<file path="config.mk">
export PLATFORM = sky130hd
export DESIGN_NAME = multi_tap_button_decoder
export DESIGN_NICKNAME = d
export VERILOG_FILES = /design/src/design/mtbd_pkg.sv /design/src/design/mtbd_csr.sv /design/src/design/multi_tap_button_decoder.sv
export SDC_FILE = /design/constraint.sdc
export NUM_CORES = 1
export LEC_CHECK = 0
export ABC_AREA = 1
export BUFFER_PORTS_ARGS = -buffer_cell sky130_fd_sc_hd__buf_4
export CAP_MARGIN = 20
export CORE_MARGIN = 5
export CORE_UTILIZATION = 30
export DETAILED_ROUTE_END_ITERATION = 6
export PLACE_DENSITY_LB_ADDON = 0.05
export SYNTH_ARGS = -nofsm -noshare
export SYNTH_HDL_FRONTEND = slang
export SYNTH_HIERARCHICAL = 1
export SYNTH_SLANG_ARGS = --single-unit
</file>
<file path="constraint.sdc">
create_clock -name clock -period 4 [get_ports clock]
set_clock_uncertainty 0.15 [all_clocks]
set_input_delay 0.2 -clock clock [delete_from_list [all_inputs] [get_ports clock]]
set_output_delay 0.2 -clock clock [all_outputs]
set_load 0.02 [all_outputs]
</file>
<file path="src/design/mtbd_pkg.sv">
// ----------------------------------------------------------------------------
// mtbd_pkg
// Types and constants shared by the multi-tap button decoder files.
// ----------------------------------------------------------------------------
package mtbd_pkg;

   localparam int CNT_W   = 16;
   localparam int PRESS_W = 4;
   localparam int ACT_W   = 4;

   localparam logic [CNT_W-1:0]   CNT_MAX   = {CNT_W{1'b1}};
   localparam logic [PRESS_W-1:0] PRESS_MAX = {PRESS_W{1'b1}};

   localparam logic [CNT_W-1:0] CLICK_GAP_RESET = 16'd15;
   localparam logic [CNT_W-1:0] HOLD_RESET      = 16'd300;

   // register index, taken from paddr bit 2
   localparam logic REG_CLICK_GAP = 1'b0;
   localparam logic REG_HOLD      = 1'b1;

   localparam int CSR_ADDR_W = 3;
   localparam int CSR_DATA_W = 32;

   localparam logic [PRESS_W-1:0] TAPS_TOGGLE = 4'd2;
   localparam logic [PRESS_W-1:0] TAPS_PROG   = 4'd3;
   localparam logic [PRESS_W-1:0] TAPS_LINK   = 4'd4;

   typedef enum logic [ACT_W-1:0] {
      ACT_NONE         = 4'd0,
      ACT_HEAD_TOGGLE  = 4'd1,
      ACT_BODY_STIFF   = 4'd2,
      ACT_BODY_LIMP    = 4'd3,
      ACT_REBOOT       = 4'd4,
      ACT_START        = 4'd5,
      ACT_STOP         = 4'd6,
      ACT_LINK_RESTART = 4'd7,
      ACT_SHUTDOWN     = 4'd8
   } mtbd_action_type;

   typedef struct packed {
      logic button_down;
      logic bumper_down;
      logic program_absent;
   } mtbd_req_type;

   typedef struct packed {
      logic [ACT_W-1:0]   action;
      logic [PRESS_W-1:0] tap_count;
      logic               body_limp;
      logic               head_relax;
   } mtbd_rsp_type;

   typedef struct packed {
      logic [CNT_W-1:0] click_gap_ticks;
      logic [CNT_W-1:0] hold_ticks;
   } mtbd_cfg_type;

endpackage

</file>
<file path="src/design/mtbd_csr.sv">
// ----------------------------------------------------------------------------
// mtbd_csr
// APB-style register file holding the click gap and hold thresholds.
// ----------------------------------------------------------------------------
module mtbd_csr (
   input  logic                                clock,
   input  logic                                reset,
   input  logic                                csr_psel,
   input  logic                                csr_penable,
   input  logic                                csr_pwrite,
   input  logic [mtbd_pkg::CSR_ADDR_W-1:0]     csr_paddr,
   input  logic [mtbd_pkg::CSR_DATA_W-1:0]     csr_pwdata,
   output logic [mtbd_pkg::CSR_DATA_W-1:0]     csr_prdata,
   output logic                                csr_pready,
   output mtbd_pkg::mtbd_cfg_type              cfg
);
   import mtbd_pkg::*;

   logic [CNT_W-1:0] click_gap_ff, click_gap_in;
   logic [CNT_W-1:0] hold_ff, hold_in;
   logic             wr_en;
   logic             reg_idx;

   assign csr_pready = 1'b1;
   assign wr_en      = csr_psel && csr_penable && csr_pwrite;
   assign reg_idx    = csr_paddr[2];

   always_comb begin
      click_gap_in = click_gap_ff;
      hold_in      = hold_ff;
      if (wr_en) begin
         unique case (reg_idx)
            REG_CLICK_GAP: click_gap_in = csr_pwdata[CNT_W-1:0];
            REG_HOLD:      hold_in      = csr_pwdata[CNT_W-1:0];
            default:       ;
         endcase
      end
   end

   always_ff @(posedge clock) begin
      if (reset) begin
         click_gap_ff <= CLICK_GAP_RESET;
         hold_ff      <= HOLD_RESET;
      end else begin
         click_gap_ff <= click_gap_in;
         hold_ff      <= hold_in;
      end
   end

   always_comb begin
      unique case (reg_idx)
         REG_CLICK_GAP: csr_prdata = {{(CSR_DATA_W-CNT_W){1'b0}}, click_gap_ff};
         REG_HOLD:      csr_prdata = {{(CSR_DATA_W-CNT_W){1'b0}}, hold_ff};
         default:       csr_prdata = '0;
      endcase
   end

   assign cfg.click_gap_ticks = click_gap_ff;
   assign cfg.hold_ticks      = hold_ff;

endmodule

</file>
<file path="src/design/multi_tap_button_decoder.sv">
// ----------------------------------------------------------------------------
// multi_tap_button_decoder
// Counts button presses per tick, decodes multi-tap gestures into actions
// and raises a one-time shutdown on a long hold.
// ----------------------------------------------------------------------------
//  channel | direction | handshake           | beat
//  req     | in        | req_valid/req_ready | mtbd_req_type (one tick sample)
//  rsp     | out       | rsp_valid/rsp_ready | mtbd_rsp_type (one result)
//  csr     | in/out    | psel/penable/pready | 32-bit register access
//
// One beat per clock while req_ready is high; each req beat gives one rsp beat.
// The decode and counter update run in a single pass between the state
// registers and a two-entry output buffer (result register plus skid).
// req_ready is low only while the skid entry is full.
// Synchronous reset restores thresholds 15 and 300, body limp set.
// ----------------------------------------------------------------------------
module multi_tap_button_decoder (
   input  logic                             clock,
   input  logic                             reset,
   input  logic                             req_valid,
   output logic                             req_ready,
   input  mtbd_pkg::mtbd_req_type           req_payload,
   output logic                             rsp_valid,
   input  logic                             rsp_ready,
   output mtbd_pkg::mtbd_rsp_type           rsp_payload,
   input  logic                             csr_psel,
   input  logic                             csr_penable,
   input  logic                             csr_pwrite,
   input  logic [mtbd_pkg::CSR_ADDR_W-1:0]  csr_paddr,
   input  logic [mtbd_pkg::CSR_DATA_W-1:0]  csr_pwdata,
   output logic [mtbd_pkg::CSR_DATA_W-1:0]  csr_prdata,
   output logic                             csr_pready
);
   import mtbd_pkg::*;

   mtbd_cfg_type cfg;

   logic [CNT_W-1:0]   held_ff, held_in;
   logic [CNT_W-1:0]   released_ff, released_in;
   logic [PRESS_W-1:0] press_ff, press_in;
   logic               shut_ff, shut_in;
   logic               body_ff, body_in;
   logic               head_ff, head_in;

   mtbd_rsp_type       result;
   mtbd_rsp_type       out_ff, out_in;
   mtbd_rsp_type       skid_ff, skid_in;
   logic               out_valid_ff, out_valid_in;
   logic               skid_valid_ff, skid_valid_in;

   logic               accept;
   logic               out_take;
   logic               decode;
   logic [ACT_W-1:0]   action;

   mtbd_csr u_csr (
      .clock       (clock),
      .reset       (reset),
      .csr_psel    (csr_psel),
      .csr_penable (csr_penable),
      .csr_pwrite  (csr_pwrite),
      .csr_paddr   (csr_paddr),
      .csr_pwdata  (csr_pwdata),
      .csr_prdata  (csr_prdata),
      .csr_pready  (csr_pready),
      .cfg         (cfg)
   );

   assign req_ready = !skid_valid_ff;
   assign accept    = req_valid && req_ready;
   assign out_take  = out_valid_ff && rsp_ready;

   // tap decode, shutdown check, then counter update with this tick's level
   always_comb begin
      held_in     = held_ff;
      released_in = released_ff;
      press_in    = press_ff;
      shut_in     = shut_ff;
      body_in     = body_ff;
      head_in     = head_ff;
      action      = ACT_NONE;

      decode = (released_ff > cfg.click_gap_ticks) && (press_ff != '0);
      if (decode) begin
         press_in = '0;
         case (press_ff)
            TAPS_TOGGLE: begin
               if (req_payload.bumper_down) begin
                  head_in = !head_ff;
                  action  = ACT_HEAD_TOGGLE;
               end else if (body_ff) begin
                  body_in = 1'b0;
                  action  = ACT_BODY_STIFF;
               end else begin
                  body_in = 1'b1;
                  action  = ACT_BODY_LIMP;
               end
            end
            TAPS_PROG: begin
               if (req_payload.bumper_down) begin
                  action = ACT_REBOOT;
               end else if (req_payload.program_absent) begin
                  action = ACT_START;
               end else begin
                  action = ACT_STOP;
               end
            end
            TAPS_LINK: action = ACT_LINK_RESTART;
            default:   action = ACT_NONE;
         endcase
      end

      if (!shut_ff && (held_ff > cfg.hold_ticks)) begin
         action  = ACT_SHUTDOWN;
         body_in = 1'b1;
         shut_in = 1'b1;
         held_in = '0;
      end

      if (req_payload.button_down) begin
         if (!shut_in && (held_in != CNT_MAX)) begin
            held_in = held_in + 1'b1;
         end
         released_in = '0;
      end else begin
         if (released_ff != CNT_MAX) begin
            released_in = released_ff + 1'b1;
         end
         if (!shut_in && (held_in != '0)) begin
            if (press_in != PRESS_MAX) begin
               press_in = press_in + 1'b1;
            end
            held_in = '0;
         end
      end

      result.action     = action;
      result.tap_count  = decode ? press_ff : '0;
      result.body_limp  = body_in;
      result.head_relax = head_in;
   end

   always_ff @(posedge clock) begin
      if (reset) begin
         held_ff     <= '0;
         released_ff <= '0;
         press_ff    <= '0;
         shut_ff     <= 1'b0;
         body_ff     <= 1'b1;
         head_ff     <= 1'b0;
      end else if (accept) begin
         held_ff     <= held_in;
         released_ff <= released_in;
         press_ff    <= press_in;
         shut_ff     <= shut_in;
         body_ff     <= body_in;
         head_ff     <= head_in;
      end
   end

   // two-entry output buffer: result register with a skid entry behind it
   always_comb begin
      out_in        = out_ff;
      skid_in       = skid_ff;
      out_valid_in  = out_valid_ff;
      skid_valid_in = skid_valid_ff;
      if (out_take) begin
         out_valid_in = 1'b0;
         if (skid_valid_ff) begin
            out_in        = skid_ff;
            out_valid_in  = 1'b1;
            skid_valid_in = 1'b0;
         end
      end
      if (accept) begin
         if (!out_valid_in) begin
            out_in       = result;
            out_valid_in = 1'b1;
         end else begin
            skid_in       = result;
            skid_valid_in = 1'b1;
         end
      end
   end

   always_ff @(posedge clock) begin
      if (reset) begin
         out_valid_ff  <= 1'b0;
         skid_valid_ff <= 1'b0;
      end else begin
         out_valid_ff  <= out_valid_in;
         skid_valid_ff <= skid_valid_in;
      end
      out_ff  <= out_in;
      skid_ff <= skid_in;
   end

   assign rsp_valid   = out_valid_ff;
   assign rsp_payload = out_ff;

`ifndef SYNTH
   a_skid_behind_out: assert property (@(posedge clock) disable iff (reset)
      skid_valid_ff |-> out_valid_ff)
      else $error("skid entry holds a beat while the result register is empty");

   a_shut_sticky: assert property (@(posedge clock) disable iff (reset)
      shut_ff |=> shut_ff)
      else $error("shutdown latch cleared without reset");

   a_shut_no_hold: assert property (@(posedge clock) disable iff (reset)
      shut_ff |-> (held_ff == '0))
      else $error("held count moving after shutdown latched");

   a_action_has_taps: assert property (@(posedge clock) disable iff (reset)
      (rsp_valid && (rsp_payload.action != ACT_NONE)
                 && (rsp_payload.action != ACT_SHUTDOWN))
      |-> (rsp_payload.tap_count != '0))
      else $error("tap action reported without a decoded tap count");

   a_shut_forces_limp: assert property (@(posedge clock) disable iff (reset)
      (rsp_valid && (rsp_payload.action == ACT_SHUTDOWN)) |-> rsp_payload.body_limp)
      else $error("shutdown beat without body limp");
`endif

endmodule
</file>
* Word level (Yosys, flattened, before mapping)
Cells that the tools add are included.
Word-level totals: bits in registers 93, output and inout bits 45, word-level logic and storage cells 87
Operators by class: add/sub/neg operators 3, $lt $le $gt $ge 2, eq/ne operators 6, multiplexer cells 38, bitwise gates (word level) 1, reductions and logical operators 19
Operator list (count):
- $mux W16 | 6
- $pmux W32 S2 | 1
- $mux W10 | 4
- $add A16 B1 Y16 const B | 2
- $gt A16 B16 Y1 | 2
- $ne A16 B16 Y1 const B | 2
- $mux W4 | 7
- $mux W1 | 16
- $reduce_bool A16 Y1 | 1
- $pmux W4 S3 | 1
- $eq A4 B2 Y1 const B | 2
- $logic_and A1 B1 Y1 | 8
- $reduce_and A2 Y1 | 4
- $mux W2 | 3
- $add A4 B1 Y4 const B | 1
- $eq A4 B3 Y1 const B | 1
- $logic_not A1 Y1 | 4
- $ne A4 B4 Y1 const B | 1
- $reduce_bool A4 Y1 | 1
- $reduce_bool A2 Y1 | 1
- $not A1 Y1 | 1

* Depth between registers and ports, before layout
depth in word-level cells 7, mapped depth 26

* Hierarchy
Netlist, hierarchy kept.
Modules (own cells, without submodules):
- multi_tap_button_decoder | instances 1, cells each 663, area an instance 4599.4 µm²
- mtbd_csr | instances 1, cells each 256, area an instance 1634.1 µm²

* Least setup slack after synthesis
No wires, ideal clock.
path type register to register, start reg u_csr.hold_ff[15], end reg held_ff[3], library setup time 0.122 ns, arrival time 2.728 ns, path slack 1.000 ns, cell stages (with the launch flop) 22, buffers on the path 3, clock period less this slack 3.000 ns, cell sequence dfxtp_1 -> inv_1 -> ha_1 -> nand2_2 -> nor3_2 -> nand2_1 -> nand2_2 -> nand3_4 -> buf_6 -> buf_2 -> nand2_1 -> inv_1 -> ha_1 -> nand4_1 -> inv_1 -> nand2_4 -> nor2_4 -> nor2_4 -> buf_8 -> nand3_2 -> nand3_2 -> a21oi_2
Between the ends: word-level cells in the longest chain between the ends 7, elaborated cells between the ends (all ways) 13, those cells by class add/sub: 1; order compare: 1; eq/ne: 1; mux: 5; reduce/logical: 5
Ends and longest elaborated chain:
- from (decl) | line mtbd_csr.sv:20 | logic [CNT_W-1:0] hold_ff, hold_in;
- from (signal assigned) | line mtbd_csr.sv:46 | hold_ff <= hold_in;
- $gt A16 B16 Y1 (*) | line multi_tap_button_decoder.sv:113 | if (!shut_ff && (held_ff > cfg.hold_ticks)) begin
- $logic_and A1 B1 Y1 (*) | line multi_tap_button_decoder.sv:113
- parallel branches: the longest is 4 deep, another holds $add A16 B1 Y16
- $mux W16 (*) | line multi_tap_button_decoder.sv:120 | if (req_payload.button_down) begin
- to (signal assigned) | line multi_tap_button_decoder.sv:152 | held_ff <= held_in;
- to (decl) | line multi_tap_button_decoder.sv:38 | logic [CNT_W-1:0] held_ff, held_in;
Every way passes the cells marked *. A chain may end at the register's enable or synchronous reset.

* Worst setup path in the final report
start reg u_csr.hold_ff[1], end reg held_ff[8]
The elaborated chain is that of the path after synthesis.

==> flow_summary_export.csv <==
group,metric,value,unit
setup_path,worstPathRequired,4.13,ns
placement,dp_hpwl,13.38,mm
setup_path,cpMostUsedCell,"nand2_1",
floorplan,die_w,154.1,µm
global_routing,gr-usage-all-layers,15.67,%
setup_path,setup.worst_path.start_class,"flop",
clock_network,clock_latency,0.35,ns
global_routing,antenna_found_initial,0,
placement,gp_congestion,0.7669,
detailed_routing,wirelength,18.41,mm
detailed_routing,drt_iter0_drc,252,
yosys,synth_warnings,6,
setup_path,path_cells,"inv_1, ha_1, nand2_1, nand2_1, nand2_1, nand2_1, nand2_1, nand2_1, nand2_1, nand2_2, nand3_4, nand2_1, inv_1, ha_1, nand4_1, inv_1, nand2_4, nor2_4, nor2_4, nand2_1, nand2_1, nand3_2, a21oi_2",
yosys,synth_cell_types,41,
setup_path,worst_path_largest_cell_delay,0.45,ns
power_and_ir_drop,power.density,362.3,mW/mm²
setup_path,path_class,"flop to flop",
power_and_ir_drop,worst_ir_drop_vdd,176.1,µV
global_routing,grt.overflow.total,0,
setup_path,cp.arrival,3.62,ns
clock_network,cts_root_buf,"clkbuf_16",
floorplan,initial_core_util,30.61,%
timing,worst_pin_slew,0.8576,ns
power_and_ir_drop,p_leak,3.355,nW
clock_network,cts_tree,"done",
clock_network,cts.sinks,93,
detailed_routing,wl_per_cell,14.71,µm
timing,final-setup-viol-count,0,
clock_network,h-tree-depth,3,
setup_path,crit_family,"simple AND/OR/NAND/NOR gates",
placement,numPortBuffers,54,
timing,hold_viol_final,0,
floorplan,boundaryPins,90,
global_routing,grt_pass1_wl,30.03,mm
setup_path,endpoint_kind,"flop",
yosys,synthArstFlopShare,0,%
floorplan,fp-row-count,52,
setup_path,crit_slowest_cell,"nor2_4",
global_routing,grt_max_degree,33,
clock_network,clk_pin_slew_worst_paths,0.07,ns
timing,finalSetupTns,0,ns
global_routing,grt_pass1_vias,5569,
yosys,syn_area_per_cell,6.783,µm²
job,drv_cap,0,
floorplan,die-area,0.02376,mm²
detailed_routing,dr.pass1.iters,5,
placement,dp.cells,1225,
clock_network,postCtsSetupBuffers,0,
yosys,synth_edf_count,10,
timing,timing.final.crit_share,87.04,%
timing,finalMaxSlewViolations,0,
yosys,netlist_area,0.006233,mm²
min_path,hold_path_class,"input pin to flop",
cells_and_area,utilization,35.49,%
timing,timing.fmax,287.2,MHz
timing,period_needed,3.482,ns
timing,rsz0062_at_grt,"no",
detailed_routing,drc_errors,0,
cells_and_area,antennaDiodeCount,0,
setup_path,cp_max_fo,18,
cells_and_area,instances_no_fill,1251,
cells_and_area,area_growth,15.94,%
yosys,synthCells,919,
setup_path,crit_cells,23,
outcome,outcome,"complete, no violations",
cells_and_area,drive_gt1_share,14.48,%
detailed_routing,drt.antenna.violating_nets,0,
setup_path,reg2reg_depth,23,
clock_network,numCtsBuffers,9,
detailed_routing,detailroute.via_count,5766,
timing,slew_headroom,42.61,%
yosys,ys_seq_area_share,31.47,%
cells_and_area,final_nets,1058,
clock_network,clockBufferDepth,2,
floorplan,chipHeight,154.1,µm
floorplan,core-area,0.02036,mm²
yosys,ys_ff_latch,93,
min_path,hold_depth,4,
setup_path,cp.buffers_inverters,3,
detailed_routing,routed_via_density,4.609,
yosys,synth_flop_cell,"dfxtp_1",
Yosys cell counts, types with 4 or more instances:
cell / count / area share [%]
clkbuf_1: 12 / 0.72
inv_1: 117 / 7.0
a21oi_1: 48 / 3.9
nor2_4: 9 / 1.6
buf_4: 20 / 2.4
edfxtp_1: 10 / 4.8
nand2_2: 4 / 0.40
nand3_2: 18 / 2.9
a31oi_1: 16 / 1.6
o21ai_0: 51 / 4.1
buf_2: 12 / 0.96
a21oi_2: 12 / 1.7
dfxtp_1: 83 / 27
nand2_1: 232 / 14
nand4_1: 12 / 1.2
a211oi_1: 5 / 0.60
o21bai_1: 9 / 1.1
o21ai_1: 4 / 0.32
nor2_1: 108 / 6.5
nand3_1: 61 / 4.9
ha_1: 37 / 7.4
inv_2: 4 / 0.24
logic make-up after synthesis:
group,share of synthesized area (%)
compound gates,14.17
xor+xnor,0.7027
buf+inv,12.42
flops,31.47
fa+ha+maj,7.427
simple gates,33.68
other cells,0.1205
cell type report:
cell class              count  area (µm²)
fillers                  2239       13140
multi-input cells         670        3553
flip-flops and latches     93        1962
repair buffers             79       635.6
inverters                 123       461.7
well taps                 270       337.8
clock buffers              10       229.0
clock inverters             6       47.55
sequential cells by signal, summed over array words and instances (netlist names):
register and count:
press_ff 4, released_ff 16, body_ff 1, skid_ff 10
u_csr/click_gap_ff 16, rsp_payload 10, shut_ff 1, head_ff 1
skid_valid_ff 1, held_ff 16, rsp_valid 1, u_csr/hold_ff 16
stage by stage:
| step | total power [mW] | hold slack, ns | setup slack (ns) | area, µm² |
|---|---|---|---|---|
| after CTS | 2.668 | 0.003634 | 0.4543 | 7199 |
| final | 2.619 | 0.02235 | 0.5185 | 7227 |
| after global placement | 1.801 | 0.2864 | 0.5069 | 6833 |
| after global routing | 2.790 | 0.04962 | 0.09902 | 7227 |
| after floorplan | 1.613 | 0.1761 | 1.000 | 6290 |
| after detailed placement | 1.798 | 0.2843 | 0.5010 | 6833 |
cell usage in the layout (no fill, tap or decap), types with 2 or more instances in the layout:
| master | count |
|---|---|
| nand3_1 | 61 |
| nand3_2 | 18 |
| edfxtp_1 | 10 |
| nand3_4 | 2 |
| conb_1 | 17 |
| clkinv_4 | 3 |
| a31oi_1 | 16 |
| nand2_1 | 232 |
| nand4_1 | 12 |
| dfxtp_1 | 83 |
| nand2_4 | 2 |
| nor4_1 | 3 |
| nand2_2 | 4 |
| o21ai_0 | 51 |
| xnor2_1 | 2 |
| a21oi_2 | 12 |
| clkbuf_16 | 9 |
| o21bai_1 | 9 |
| nor2_2 | 3 |
| inv_1 | 117 |
| nor2_4 | 9 |
| dlygate4sd3_1 | 9 |
| o41ai_1 | 2 |
| nor3_1 | 3 |
| a211oi_1 | 5 |
| nor2_1 | 108 |
| inv_2 | 4 |
| a21oi_1 | 48 |
| nor3_2 | 2 |
| clkinv_1 | 2 |
| xor2_1 | 3 |
| ha_1 | 37 |
| o21ai_1 | 4 |
| buf_4 | 69 |
power by group:
| group | internal (mW) | switching (mW) |
|---|---|---|
| clock | 0.427 | 0.412 |
| combinational | 0.245 | 0.492 |
| sequential | 0.991 | 0.0506 |
layer usage:
metal / routed length [µm] / track usage, %
met2: 8409 / 25.29
met1: 9261 / 21.98
met4: 209 / 3.953
met5: 0 / 0
met3: 526 / 2.305
path summary, 6_finish.rpt:
check,endpoint,start,slack [ns]
worst max-delay path,held_ff[8],u_csr/hold_ff[1],0.52
worst min-delay path,rsp_valid,rsp_ready,0.02
worst max register to register,held_ff[8],u_csr/hold_ff[1],0.52
worst min register to register,released_ff[4],released_ff[4],0.33
worst register-to-register path: stages, from the launching register on:
cell and delay [ns]:
dfxtp_1 0.41, inv_1 0.08, ha_1 0.30, nand2_1 0.05, nand2_1 0.05, nand2_1 0.04
nand2_1 0.07, nand2_1 0.06, nand2_1 0.05, nand2_1 0.05, nand2_2 0.10, nand3_4 0.24
nand2_1 0.18, inv_1 0.09, ha_1 0.23, nand4_1 0.16, inv_1 0.09, nand2_4 0.13
nor2_4 0.06, nor2_4 0.45, nand2_1 0.11, nand2_1 0.09, nand3_2 0.07, a21oi_2 0.12
timing repair:
item,4_1_cts,5_1_grt
hold buffers,9,0
hold endpoints to repair,15,0
gates resized for setup,0,0
(Power assumes the default switching activity.)
